==> config.mk <==
export PLATFORM = sky130hd
export DESIGN_NAME = sha1_byte_stream_hasher
export DESIGN_NICKNAME = d
export VERILOG_FILES = /design/src/rtl/sha1bs_pkg.sv /design/src/rtl/sha1_byte_stream_hasher.sv /design/src/rtl/sha1bs_dp.sv /design/src/rtl/sha1bs_ctrl.sv
export SDC_FILE = /design/constraint.sdc
export NUM_CORES = 2
export LEC_CHECK = 0
export ABC_AREA = 1
export ABC_CLOCK_PERIOD_IN_PS = 48100
export BUFFER_PORTS_ARGS = -buffer_cell sky130_fd_sc_hd__buf_4
export CAP_MARGIN = 20
export CELL_PAD_IN_SITES_DETAIL_PLACEMENT = 0
export CELL_PAD_IN_SITES_GLOBAL_PLACEMENT = 2
export CORE_MARGIN = 2
export CORE_UTILIZATION = 40
export CTS_CLUSTER_SIZE = 25
export DETAILED_ROUTE_END_ITERATION = 16
export PLACE_DENSITY_LB_ADDON = 0.12
export RECOVER_POWER = 100
export SETUP_SLACK_MARGIN = 0.3
export SYNTH_ARGS = -nofsm -noshare
export SYNTH_HDL_FRONTEND = slang
export SYNTH_HIERARCHICAL = 1
export SYNTH_SLANG_ARGS = --single-unit
==> constraint.sdc <==
create_clock -name clk -period 48.1 [get_ports clk]
set_input_delay 9.62 -clock clk [delete_from_list [all_inputs] [get_ports clk]]
set_output_delay 9.62 -clock clk [all_outputs]
set_load 0.1 [all_outputs]
==> src/rtl/sha1bs_pkg.sv <==
`timescale 1ns / 1ps
`default_nettype none

package sha1bs_pkg;

    // initial chaining value
    localparam logic [31:0] IV0 = 32'h67452301;
    localparam logic [31:0] IV1 = 32'hEFCDAB89;
    localparam logic [31:0] IV2 = 32'h98BADCFE;
    localparam logic [31:0] IV3 = 32'h10325476;
    localparam logic [31:0] IV4 = 32'hC3D2E1F0;

    // round constants
    localparam logic [31:0] K0 = 32'h5A827999;
    localparam logic [31:0] K1 = 32'h6ED9EBA1;
    localparam logic [31:0] K2 = 32'h8F1BBCDC;
    localparam logic [31:0] K3 = 32'hCA62C1D6;

    localparam logic [7:0] PAD_MARK = 8'h80;

    localparam logic [6:0] LAST_ROUND = 7'd79;
    localparam logic [5:0] LAST_FILL  = 6'd63;
    localparam logic [5:0] LEN_FILL   = 6'd56;

    // source of the byte written into the block
    localparam logic [1:0] SEL_IN   = 2'd0;
    localparam logic [1:0] SEL_MARK = 2'd1;
    localparam logic [1:0] SEL_ZERO = 2'd2;
    localparam logic [1:0] SEL_LEN  = 2'd3;

    localparam logic [2:0] LAST_WORD_IDX = 3'd4;

    typedef struct packed {
        logic [7:0] data_byte;
        logic       byte_present;
        logic       end_of_message;
    } in_word_t;

    typedef struct packed {
        logic [31:0] digest_word;
        logic        last_word;
    } out_word_t;

    // controller to datapath
    typedef struct packed {
        logic       absorb;
        logic [1:0] byte_sel;
        logic       count;
        logic       start;
        logic       round;
        logic       finalise;
        logic       reinit;
        logic [2:0] word_sel;
    } dp_cmd_t;

    // datapath to controller
    typedef struct packed {
        logic [5:0] fill;
        logic       round_last;
    } dp_sts_t;

endpackage

`default_nettype wire

==> src/rtl/sha1_byte_stream_hasher.sv <==
// SHA-1 hasher fed one message byte per input word.
// Input channel (in_valid / in_stall / in_data): a word carries an optional
// byte (byte_present) and an optional end-of-message flag. Bytes are taken one
// per cycle while in_stall is low; the 64th byte of a block starts the
// compression, which holds in_stall high through 80 rounds in one shared
// round unit and then the chaining add.
// End of message: the 0x80 marker, zero fill and the 64-bit length are
// written one byte per cycle, followed by one or two compressions, before the
// digest appears.
// Output channel (out_valid / out_stall / out_data): five 32-bit digest words,
// H0 first, last_word set on the fifth. A stalled word holds; no new input is
// taken until the fifth word is taken, then the hash state reinitialises.
// Reset (rst_n low, asynchronous) loads the initial chaining value and clears
// the byte and length counts; the block is then ready for a new message.
`timescale 1ns / 1ps
`default_nettype none

module sha1_byte_stream_hasher (
    input  wire logic                  clk,
    input  wire logic                  rst_n,
    input  wire logic                  in_valid,
    output logic                       in_stall,
    input  wire sha1bs_pkg::in_word_t  in_data,
    output logic                       out_valid,
    input  wire logic                  out_stall,
    output sha1bs_pkg::out_word_t      out_data
);
    import sha1bs_pkg::*;

    dp_cmd_t     cmd;
    dp_sts_t     sts;
    logic [31:0] digest;
    logic        last_word;

    sha1bs_ctrl u_ctrl (
        .clk            (clk),
        .rst_n          (rst_n),
        .in_valid       (in_valid),
        .in_stall       (in_stall),
        .byte_present   (in_data.byte_present),
        .end_of_message (in_data.end_of_message),
        .out_valid      (out_valid),
        .out_stall      (out_stall),
        .last_word      (last_word),
        .cmd            (cmd),
        .sts            (sts)
    );

    sha1bs_dp u_dp (
        .clk     (clk),
        .rst_n   (rst_n),
        .in_byte (in_data.data_byte),
        .cmd     (cmd),
        .sts     (sts),
        .digest  (digest)
    );

    assign out_data.digest_word = digest;
    assign out_data.last_word   = last_word;

endmodule

`default_nettype wire

==> src/rtl/sha1bs_dp.sv <==
`timescale 1ns / 1ps
`default_nettype none

module sha1bs_dp (
    input  wire logic               clk,
    input  wire logic               rst_n,
    input  wire logic [7:0]         in_byte,
    input  wire sha1bs_pkg::dp_cmd_t cmd,
    output sha1bs_pkg::dp_sts_t     sts,
    output logic [31:0]             digest
);
    import sha1bs_pkg::*;

    logic [31:0] chain_reg [5];
    logic [31:0] chain_next [5];
    logic [5:0]  fill_reg;
    logic [60:0] msg_reg;
    logic [6:0]  rnd_reg;
    logic [23:0] acc_reg;
    logic [31:0] w_reg [16];
    logic [31:0] a_reg, b_reg, c_reg, d_reg, e_reg;

    logic [7:0]  byte_val;
    logic [63:0] bit_len;
    logic [63:0] len_shift;
    logic [31:0] new_word;
    logic [31:0] sched_word;
    logic [31:0] f_val;
    logic [31:0] k_val;
    logic [31:0] t_val;

    // length in bits, big-endian byte picked by position within the last eight
    assign bit_len   = {msg_reg, 3'b000};
    assign len_shift = bit_len >> {~fill_reg[2:0], 3'b000};

    // byte source
    always_comb
    begin
        case (cmd.byte_sel)
            SEL_IN:   byte_val = in_byte;
            SEL_MARK: byte_val = PAD_MARK;
            SEL_ZERO: byte_val = 8'h00;
            SEL_LEN:  byte_val = len_shift[7:0];
            default:  byte_val = 8'h00;
        endcase
    end

    assign new_word   = {acc_reg, byte_val};
    assign sched_word = w_reg[13] ^ w_reg[8] ^ w_reg[2] ^ w_reg[0];

    // round function and constant
    always_comb
    begin
        if (rnd_reg < 7'd20)
        begin
            f_val = (b_reg & c_reg) | (~b_reg & d_reg);
            k_val = K0;
        end
        else if (rnd_reg < 7'd40)
        begin
            f_val = b_reg ^ c_reg ^ d_reg;
            k_val = K1;
        end
        else if (rnd_reg < 7'd60)
        begin
            f_val = (b_reg & c_reg) | (b_reg & d_reg) | (c_reg & d_reg);
            k_val = K2;
        end
        else
        begin
            f_val = b_reg ^ c_reg ^ d_reg;
            k_val = K3;
        end
    end

    assign t_val = {a_reg[26:0], a_reg[31:27]} + f_val + e_reg + k_val + w_reg[0];

    // chaining value update
    always_comb
    begin
        chain_next = chain_reg;
        if (cmd.reinit)
        begin
            chain_next[0] = IV0;
            chain_next[1] = IV1;
            chain_next[2] = IV2;
            chain_next[3] = IV3;
            chain_next[4] = IV4;
        end
        else if (cmd.finalise)
        begin
            chain_next[0] = chain_reg[0] + a_reg;
            chain_next[1] = chain_reg[1] + b_reg;
            chain_next[2] = chain_reg[2] + c_reg;
            chain_next[3] = chain_reg[3] + d_reg;
            chain_next[4] = chain_reg[4] + e_reg;
        end
    end

    // control state of the datapath
    always_ff @(posedge clk or negedge rst_n)
    begin
        if (!rst_n)
        begin
            chain_reg[0] <= IV0;
            chain_reg[1] <= IV1;
            chain_reg[2] <= IV2;
            chain_reg[3] <= IV3;
            chain_reg[4] <= IV4;
            fill_reg     <= '0;
            msg_reg      <= '0;
            rnd_reg      <= '0;
        end
        else
        begin
            chain_reg <= chain_next;
            if (cmd.reinit)
            begin
                fill_reg <= '0;
                msg_reg  <= '0;
            end
            else
            begin
                if (cmd.absorb)
                    fill_reg <= fill_reg + 6'd1;
                if (cmd.count)
                    msg_reg <= msg_reg + 61'd1;
            end
            if (cmd.start)
                rnd_reg <= '0;
            else if (cmd.round)
                rnd_reg <= rnd_reg + 7'd1;
        end
    end

    // byte packing, schedule window and working variables
    always_ff @(posedge clk)
    begin
        if (cmd.absorb)
        begin
            acc_reg <= {acc_reg[15:0], byte_val};
            if (fill_reg[1:0] == 2'b11)
            begin
                for (int i = 0; i < 15; i++)
                    w_reg[i] <= w_reg[i + 1];
                w_reg[15] <= new_word;
            end
        end
        else if (cmd.round)
        begin
            for (int i = 0; i < 15; i++)
                w_reg[i] <= w_reg[i + 1];
            w_reg[15] <= {sched_word[30:0], sched_word[31]};
        end

        if (cmd.start)
        begin
            a_reg <= chain_reg[0];
            b_reg <= chain_reg[1];
            c_reg <= chain_reg[2];
            d_reg <= chain_reg[3];
            e_reg <= chain_reg[4];
        end
        else if (cmd.round)
        begin
            a_reg <= t_val;
            b_reg <= a_reg;
            c_reg <= {b_reg[1:0], b_reg[31:2]};
            d_reg <= c_reg;
            e_reg <= d_reg;
        end
    end

    // digest word select
    always_comb
    begin
        case (cmd.word_sel)
            3'd0:    digest = chain_reg[0];
            3'd1:    digest = chain_reg[1];
            3'd2:    digest = chain_reg[2];
            3'd3:    digest = chain_reg[3];
            3'd4:    digest = chain_reg[4];
            default: digest = chain_reg[4];
        endcase
    end

    assign sts.fill       = fill_reg;
    assign sts.round_last = (rnd_reg == LAST_ROUND);

endmodule

`default_nettype wire

==> src/rtl/sha1bs_ctrl.sv <==
`timescale 1ns / 1ps
`default_nettype none

module sha1bs_ctrl (
    input  wire logic                clk,
    input  wire logic                rst_n,
    input  wire logic                in_valid,
    output logic                     in_stall,
    input  wire logic                byte_present,
    input  wire logic                end_of_message,
    output logic                     out_valid,
    input  wire logic                out_stall,
    output logic                     last_word,
    output sha1bs_pkg::dp_cmd_t      cmd,
    input  wire sha1bs_pkg::dp_sts_t sts
);
    import sha1bs_pkg::*;

    localparam logic [2:0] S_IDLE  = 3'd0;
    localparam logic [2:0] S_ROUND = 3'd1;
    localparam logic [2:0] S_ADD   = 3'd2;
    localparam logic [2:0] S_MARK  = 3'd3;
    localparam logic [2:0] S_PAD   = 3'd4;
    localparam logic [2:0] S_OUT   = 3'd5;

    logic [2:0] state_reg, state_next;
    logic       fin_reg, fin_next;
    logic       pad_reg, pad_next;
    logic       len_ok_reg, len_ok_next;
    logic       final_reg, final_next;
    logic [2:0] idx_reg, idx_next;
    logic       in_take;
    logic       out_take;
    logic       block_full;

    assign in_take    = in_valid && !in_stall;
    assign out_take   = out_valid && !out_stall;
    assign block_full = (sts.fill == LAST_FILL);

    assign in_stall  = (state_reg != S_IDLE);
    assign out_valid = (state_reg == S_OUT);
    assign last_word = (idx_reg == LAST_WORD_IDX);

    // next state and commands
    always_comb
    begin
        state_next   = state_reg;
        fin_next     = fin_reg;
        pad_next     = pad_reg;
        len_ok_next  = len_ok_reg;
        final_next   = final_reg;
        idx_next     = idx_reg;
        cmd          = '0;
        cmd.byte_sel = SEL_IN;
        cmd.word_sel = idx_reg;

        case (state_reg)
            S_IDLE:
            begin
                if (in_take)
                begin
                    if (byte_present)
                    begin
                        cmd.absorb = 1'b1;
                        cmd.count  = 1'b1;
                    end
                    if (byte_present && block_full)
                    begin
                        cmd.start  = 1'b1;
                        fin_next   = end_of_message;
                        final_next = 1'b0;
                        state_next = S_ROUND;
                    end
                    else if (end_of_message)
                    begin
                        state_next = S_MARK;
                    end
                end
            end
            S_ROUND:
            begin
                cmd.round = 1'b1;
                if (sts.round_last)
                    state_next = S_ADD;
            end
            S_ADD:
            begin
                cmd.finalise = 1'b1;
                if (final_reg)
                begin
                    idx_next   = '0;
                    state_next = S_OUT;
                end
                else if (fin_reg)
                begin
                    fin_next   = 1'b0;
                    state_next = S_MARK;
                end
                else if (pad_reg)
                    state_next = S_PAD;
                else
                    state_next = S_IDLE;
            end
            S_MARK:
            begin
                cmd.absorb   = 1'b1;
                cmd.byte_sel = SEL_MARK;
                pad_next     = 1'b1;
                len_ok_next  = (sts.fill < LEN_FILL);
                // marker in the last slot: the next block carries the length
                if (block_full)
                begin
                    cmd.start   = 1'b1;
                    final_next  = 1'b0;
                    len_ok_next = 1'b1;
                    state_next  = S_ROUND;
                end
                else
                    state_next = S_PAD;
            end
            S_PAD:
            begin
                cmd.absorb   = 1'b1;
                cmd.byte_sel = (len_ok_reg && sts.fill >= LEN_FILL) ? SEL_LEN : SEL_ZERO;
                if (block_full)
                begin
                    cmd.start   = 1'b1;
                    final_next  = len_ok_reg;
                    len_ok_next = 1'b1;
                    state_next  = S_ROUND;
                end
            end
            S_OUT:
            begin
                if (out_take)
                begin
                    if (idx_reg == LAST_WORD_IDX)
                    begin
                        cmd.reinit  = 1'b1;
                        pad_next    = 1'b0;
                        final_next  = 1'b0;
                        len_ok_next = 1'b0;
                        idx_next    = '0;
                        state_next  = S_IDLE;
                    end
                    else
                        idx_next = idx_reg + 3'd1;
                end
            end
            default:
            begin
                state_next = S_IDLE;
            end
        endcase
    end

    // controller registers
    always_ff @(posedge clk or negedge rst_n)
    begin
        if (!rst_n)
        begin
            state_reg  <= S_IDLE;
            fin_reg    <= 1'b0;
            pad_reg    <= 1'b0;
            len_ok_reg <= 1'b0;
            final_reg  <= 1'b0;
            idx_reg    <= '0;
        end
        else
        begin
            state_reg  <= state_next;
            fin_reg    <= fin_next;
            pad_reg    <= pad_next;
            len_ok_reg <= len_ok_next;
            final_reg  <= final_next;
            idx_reg    <= idx_next;
        end
    end

    // checks
    a_last_to_idle: assert property (@(posedge clk) disable iff (!rst_n)
        out_take && last_word |=> state_reg == S_IDLE)
        else $error("digest end did not return to idle");

    a_add_after_rounds: assert property (@(posedge clk) disable iff (!rst_n)
        state_reg == S_ADD |-> $past(state_reg) == S_ROUND && $past(sts.round_last))
        else $error("final add without eighty rounds");

    a_out_block_empty: assert property (@(posedge clk) disable iff (!rst_n)
        state_reg == S_OUT |-> sts.fill == 6'd0)
        else $error("digest shown with partial block");

    a_out_starts_first: assert property (@(posedge clk) disable iff (!rst_n)
        $rose(state_reg == S_OUT) |-> idx_reg == 3'd0)
        else $error("digest does not start at first word");

endmodule

`default_nettype wire
### Word level (Yosys, flattened, before mapping)

Memories as Yosys holds them, arrays and structs flattened.
Index checks and enable logic that the tools add are counted.

* output and inout port bits: 35
* register bits: 428
* memories: 1
* logic and storage cells: 215
* input bits: 14
* memory bits (writable): 512

* $lt $le $gt $ge: 5
* add/subtract/negate cells: 13
* muxes and demuxes: 94
* eq/ne operators: 25
* reductions and logical operators: 26
* bitwise logic cells: 30
* shift operators: 1

Memory list
* u_dp.w_reg: depth 16, bits a word 32, rd ports 16, clocked after memory_dff 0, wr ports 16, line sha1bs_dp.sv:20 `logic [31:0] w_reg [16];`

Operator list (number)
* $mux 32: 31
* $mux 160: 2
* $add 32x32->32: 9
* $xor 32x32->32: 5
* $and 32x32->32: 4
* $pmux 32 s4: 1
* $mux 61: 2
* $or 32x32->32: 3
* $shr 64x6->8: 1
* $add 61x1->61 const B: 1
* $mux 3: 14
* $not 32->32: 1
* $pmux 8 s4: 1
* $mux 31: 1
* $mux 1: 28
* $pmux 3 s6: 1
* $or 1x1->1: 16
* $lt 7x6->1 const B: 2
* $mux 7: 2
* $reduce_bool 2->1: 7
* $eq 3x2->1 const B: 4
* $mux 6: 2
* $ne 2x1->1 const B: 5
* $eq 3x3->1 const B: 3
* 31 further kinds: 48

### Logic depth before layout (Yosys ltp)

* depth after elaboration: 12
* depth in mapped cells: 28
* gate-level depth less buffers: 26

### Hierarchy

The synthesis kept the hierarchy.

Modules (own cells, without submodules)
* sha1bs_dp: cells an instance 5959, sequential area each 26855.8 µm², area each 53069.6 µm², times used 1
* sha1bs_ctrl: cells an instance 113, sequential area each 250.2 µm², area each 763.2 µm², times used 1
* sha1_byte_stream_hasher: cells an instance 1, sequential area each 0.0 µm², area each 7.5 µm², times used 1

### Worst setup path after synthesis

OpenSTA, ideal clock, no wires.

* kind: input -> register
* start: in in_data[1] (netlist name)
* end: mem u_dp.w_reg[0][0] (enable)
* arrival time: 46.831 ns
* data required time: 46.002 ns
* library setup time: 2.098 ns
* path slack: -0.829 ns
* path buffers: 0
* cell stages on the path: 3
* path through: inv_1 o21ai_0 o21ai_0

RTL lines
* start: declaration: line sha1_byte_stream_hasher.sv:23 `input wire sha1bs_pkg::in_word_t in_data,`
* end: declaration: line sha1bs_dp.sv:20

==> summary.txt <==
Floorplan
  • Die Y: 371 µm
  • Site Rows: 134
  • Starting Density: 0.403
  • Core Region: 133000 µm²
  • I/O pin count: 49
  • Die area: 138000 µm²
  • Die Wd: 371 µm

Logic synthesis
  • Area contributors post-synth: edfxtp_1, nand2_1, dfrtp_1
  • Synth Register Bits: 940
  • Syn avg cell area: 8.87 µm²
  • Post-Syn Area: 53800 µm²
  • Post-synthesis sequential area ratio: 0.503
  • Post-synth EDFFs: 696
  • Count of different cell masters after synthesis: 57
  • Asr flop ratio synth: 0.260
  • Ys flop type: edfxtp_1
  • Top-area cell type share of the netlist area: 0.388
  • Syn Nets: between 6000 and 7000
  • Post-Synthesis Cells: 6073
  • Yosys warns: 6
  • Largest area contributor in the synthesized netlist: edfxtp_1

Power
  • Max IR drop VDD: 0.0346 mV
  • Internal: 1380 µW
  • Sequential Power Share: 0.494
  • Switching Share: 0.212
  • Comb pwr share: 0.004
  • Clk network pwr share: 0.502
  • Power Dens Cells: 29.2 nW/µm²
  • Switch Pwr: 369 µW
  • Leakage Power: 0.0269 µW

Cells and area
  • Area Growth Syn to Fin: 11.0%
  • Commonest non-fill, non-tap cell in the layout: nand2_1
  • Layout cells sized above 1: 0.0543
  • # fillers: 13300
  • Antenna diodes: 0
  • Final Net Count: 6489
  • Area of the multi-input gates: 22800 µm²
  • Most frequent cells in the layout: nand2_1, inv_1, edfxtp_1
  • Register Area: 27100 µm²
  • Final Cell Area: 59800 µm²
  • Max reg flops: just over 500

Setup path
  • Crit Reg-Reg Startpoint: u_ctrl/state_reg[0]
  • Reg2Reg Setup Slack: between 30 and 40 ns
  • Worst Path Class, Setup: in -> reg
  • Worst Path Buf+Inv: 8
  • Crit-path max cell delay: about 3.0 ns
  • CP startpoint kind: input port
  • Critical path's slowest cell: clkbuf_1
  • Critical Path Start: in_data[1]
  • Reg-to-Reg End: u_dp/w_reg[0][243]
  • R2r worst-path depth: 15
  • Worst-path maximum fanout: 83
  • Worst EP required: 48.37 ns
  • Critical Path End Type: flip-flop
  • Most used cell, CP: clkbuf_1
  • CP delay by family, top: buffers and inverters
  • Worst-path cell chain: clkbuf_1 -> inv_1 -> o21ai_0 -> clkbuf_1 -> nand2_1 -> o21ai_0 -> clkbuf_1 -> clkbuf_1 -> clkbuf_1 -> clkbuf_1 -> clkbuf_1
  • WP data arrival: about 24 ns

Clocking
  • # hold bufs at CTS: 0
  • Clock Tree Root: clkbuf_16
  • CTS clk-pin slew, worst paths: about 0.060 ns
  • Clock sink count: 940
  • CTS tree: yes
  • CTS resizes: 0
  • CTS Buf Count: 106
  • Htree depth: 3
  • Worst skew pair latency: 0.77 ns
  • Clock tree buffer depth: 3
  • # Post-CTS Setup Buffers: 0

Route
  • Via count: 42100
  • Total wire length: 191000 µm
  • Vias per cell: 5.26
  • Detailed-route DRC error count: 0
  • Routed Antenna Nets: 0
  • Drt initial violations: 4440
  • Avg WL per Cell: about 24 µm
  • Drt first pass iters: 6

Global routing
  • Total Routing Usage GR: 0.277
  • Vias in the first global route: roughly 40000
  • Initial antenna violation count: 5
  • Largest net degree at the start of global routing: just over 90
  • First-pass GRT wire length: around 280000 µm
  • Grt ovf: 0

Placement
  • Dpl hpwl: 147000 µm
  • Placed Instance Area: between 50000 and 60000 µm²
  • PortBufs: 48
  • GP Congestion: around 0.95

STA
  • Fin. Hold Viols: 0
  • Slew headroom: -1.88
  • Period utilization: 0.487
  • Final Setup Violations: 0
  • Fin crit period: between 20 and 25 ns
  • Tightest Pin Transition: roughly 4.3 ns
  • Slew Limit Fails: 1656
  • Fmax: approximately 43 MHz
  • RSZ-0062 raised after global routing: false
  • TNS Setup: 0 ns
  • Fin Clk Skew: 0.0672 ns

Worst hold path
  • Hold endpoint: u_dp/w_reg[1][32]
  • Hold Crit Start: u_dp/w_reg[1][64]
  • Hold WC Path Type: reg -> reg
  • Hold depth: 0

Outcome
  • Failing checks: capacitance limit, slew limit
  • Status: complete, but fails checks

Flow run
  • Max cap viols: 30
-- cells by family after synthesis --
logic type,synth area share
xor gates and xnor gates,0.0265
and+or+nand+nor,0.214
DFF,0.503
adders and majority gates,0.0925
AOI/OAI and AO/OA,0.0903
buffers and inverters,0.0736
-- metal layers --
layer	global-route usage	part of all wire
met2	0.431	0.45
met1	0.406	0.47
met5	0	0
met3	0.0366	0.051
met4	0.0755	0.029
-- per-stage QoR --
step | power [µW] | setup slack [ns] | hold WS, ns | util | instances
6_report | 1740 | 24.67 | 0.369 | 0.448 | 8011
5_1_grt | 1800 | 22.96 | 0.388 | 0.448 | 8011
4_1_cts | 1770 | 34.20 | 0.366 | 0.450 | 8010
3_5_place_dp | 887 | 33.36 | 0.405 | 0.422 | 7811
3_3_place_gp | 887 | 33.43 | 0.400 | 0.422 | 7810
2_1_floorplan | 879 | 14.11 | 0.400 | - | 6073
-- synthesized netlist by cell type (4+ instances only) --
library cell / count
ha_1: 198
buf_1: 12
nand3b_1: 20
dfrtp_1: 164
nor4_1: 14
buf_2: 28
a21o_1: 5
a31oi_1: 5
a221oi_1: 38
a22oi_1: 12
a21oi_1: 271
nand4_1: 112
clkbuf_1: 76
edfxtp_1: 696
nor2_2: 6
o22ai_1: 79
nand2_1: 1683
a211oi_1: 19
inv_2: 11
or2_2: 17
o211ai_1: 4
o21ai_0: 353
fa_1: 125
xor2_1: 40
nand3_1: 335
nand2_2: 9
nor2_1: 449
dfstp_2: 80
o21a_1: 5
nand3_2: 6
o21ai_1: 8
xnor2_1: 123
o21bai_1: 33
and2_1: 12
inv_1: 907
o2111ai_1: 17
nor2_4: 7
nor3_1: 59
-- how the worst max path moves through the flow --
stage                                     to  cells past startpoint
after floorplan             u_dp/w_reg[0][0]                      3
after global placement    u_dp/w_reg[0][179]                     10
after detailed placement  u_dp/w_reg[0][147]                     10
after CTS                 u_dp/w_reg[1][179]                     10
after global routing      u_dp/w_reg[1][179]                     11
final                     u_dp/w_reg[0][243]                     11
-- worst reg2reg max path, cell delays in order, from the launching register on --
cell and delay [ns]:
dfrtp_1 0.41, inv_2 0.15, nand2_2 0.12, nor2_2 0.27, inv_1 0.10, nand2_1 0.07, inv_1 0.08, o21ai_0 0.08
clkbuf_1 1.25, nand2_1 0.26, o21ai_0 0.19, clkbuf_1 2.44, clkbuf_1 0.53, clkbuf_1 2.88, clkbuf_1 3.05, clkbuf_1 2.96
-- power groups by stage --
stage | clock network, µW | registers, µW | logic (µW)
finish | 875 | 863 | 6.94
global route | 928 | 862 | 7.95
CTS | 897 | 862 | 7.91
detailed placement | 0 | 879 | 7.91
global placement | 0 | 879 | 7.92
floorplan | 0 | 879 | 0.463
-- area by class of cell --
cell class / count / area share
repair buffers: 90 / 0.00729
well taps: 1768 / 0.0370
inverters: 922 / 0.0580
flip-flops and latches: 940 / 0.454
multi-input cells: 4092 / 0.381
clock buffers: 129 / 0.0463
clock inverters: 70 / 0.0165
No activity file was read; power rests on OpenSTA's default activity.
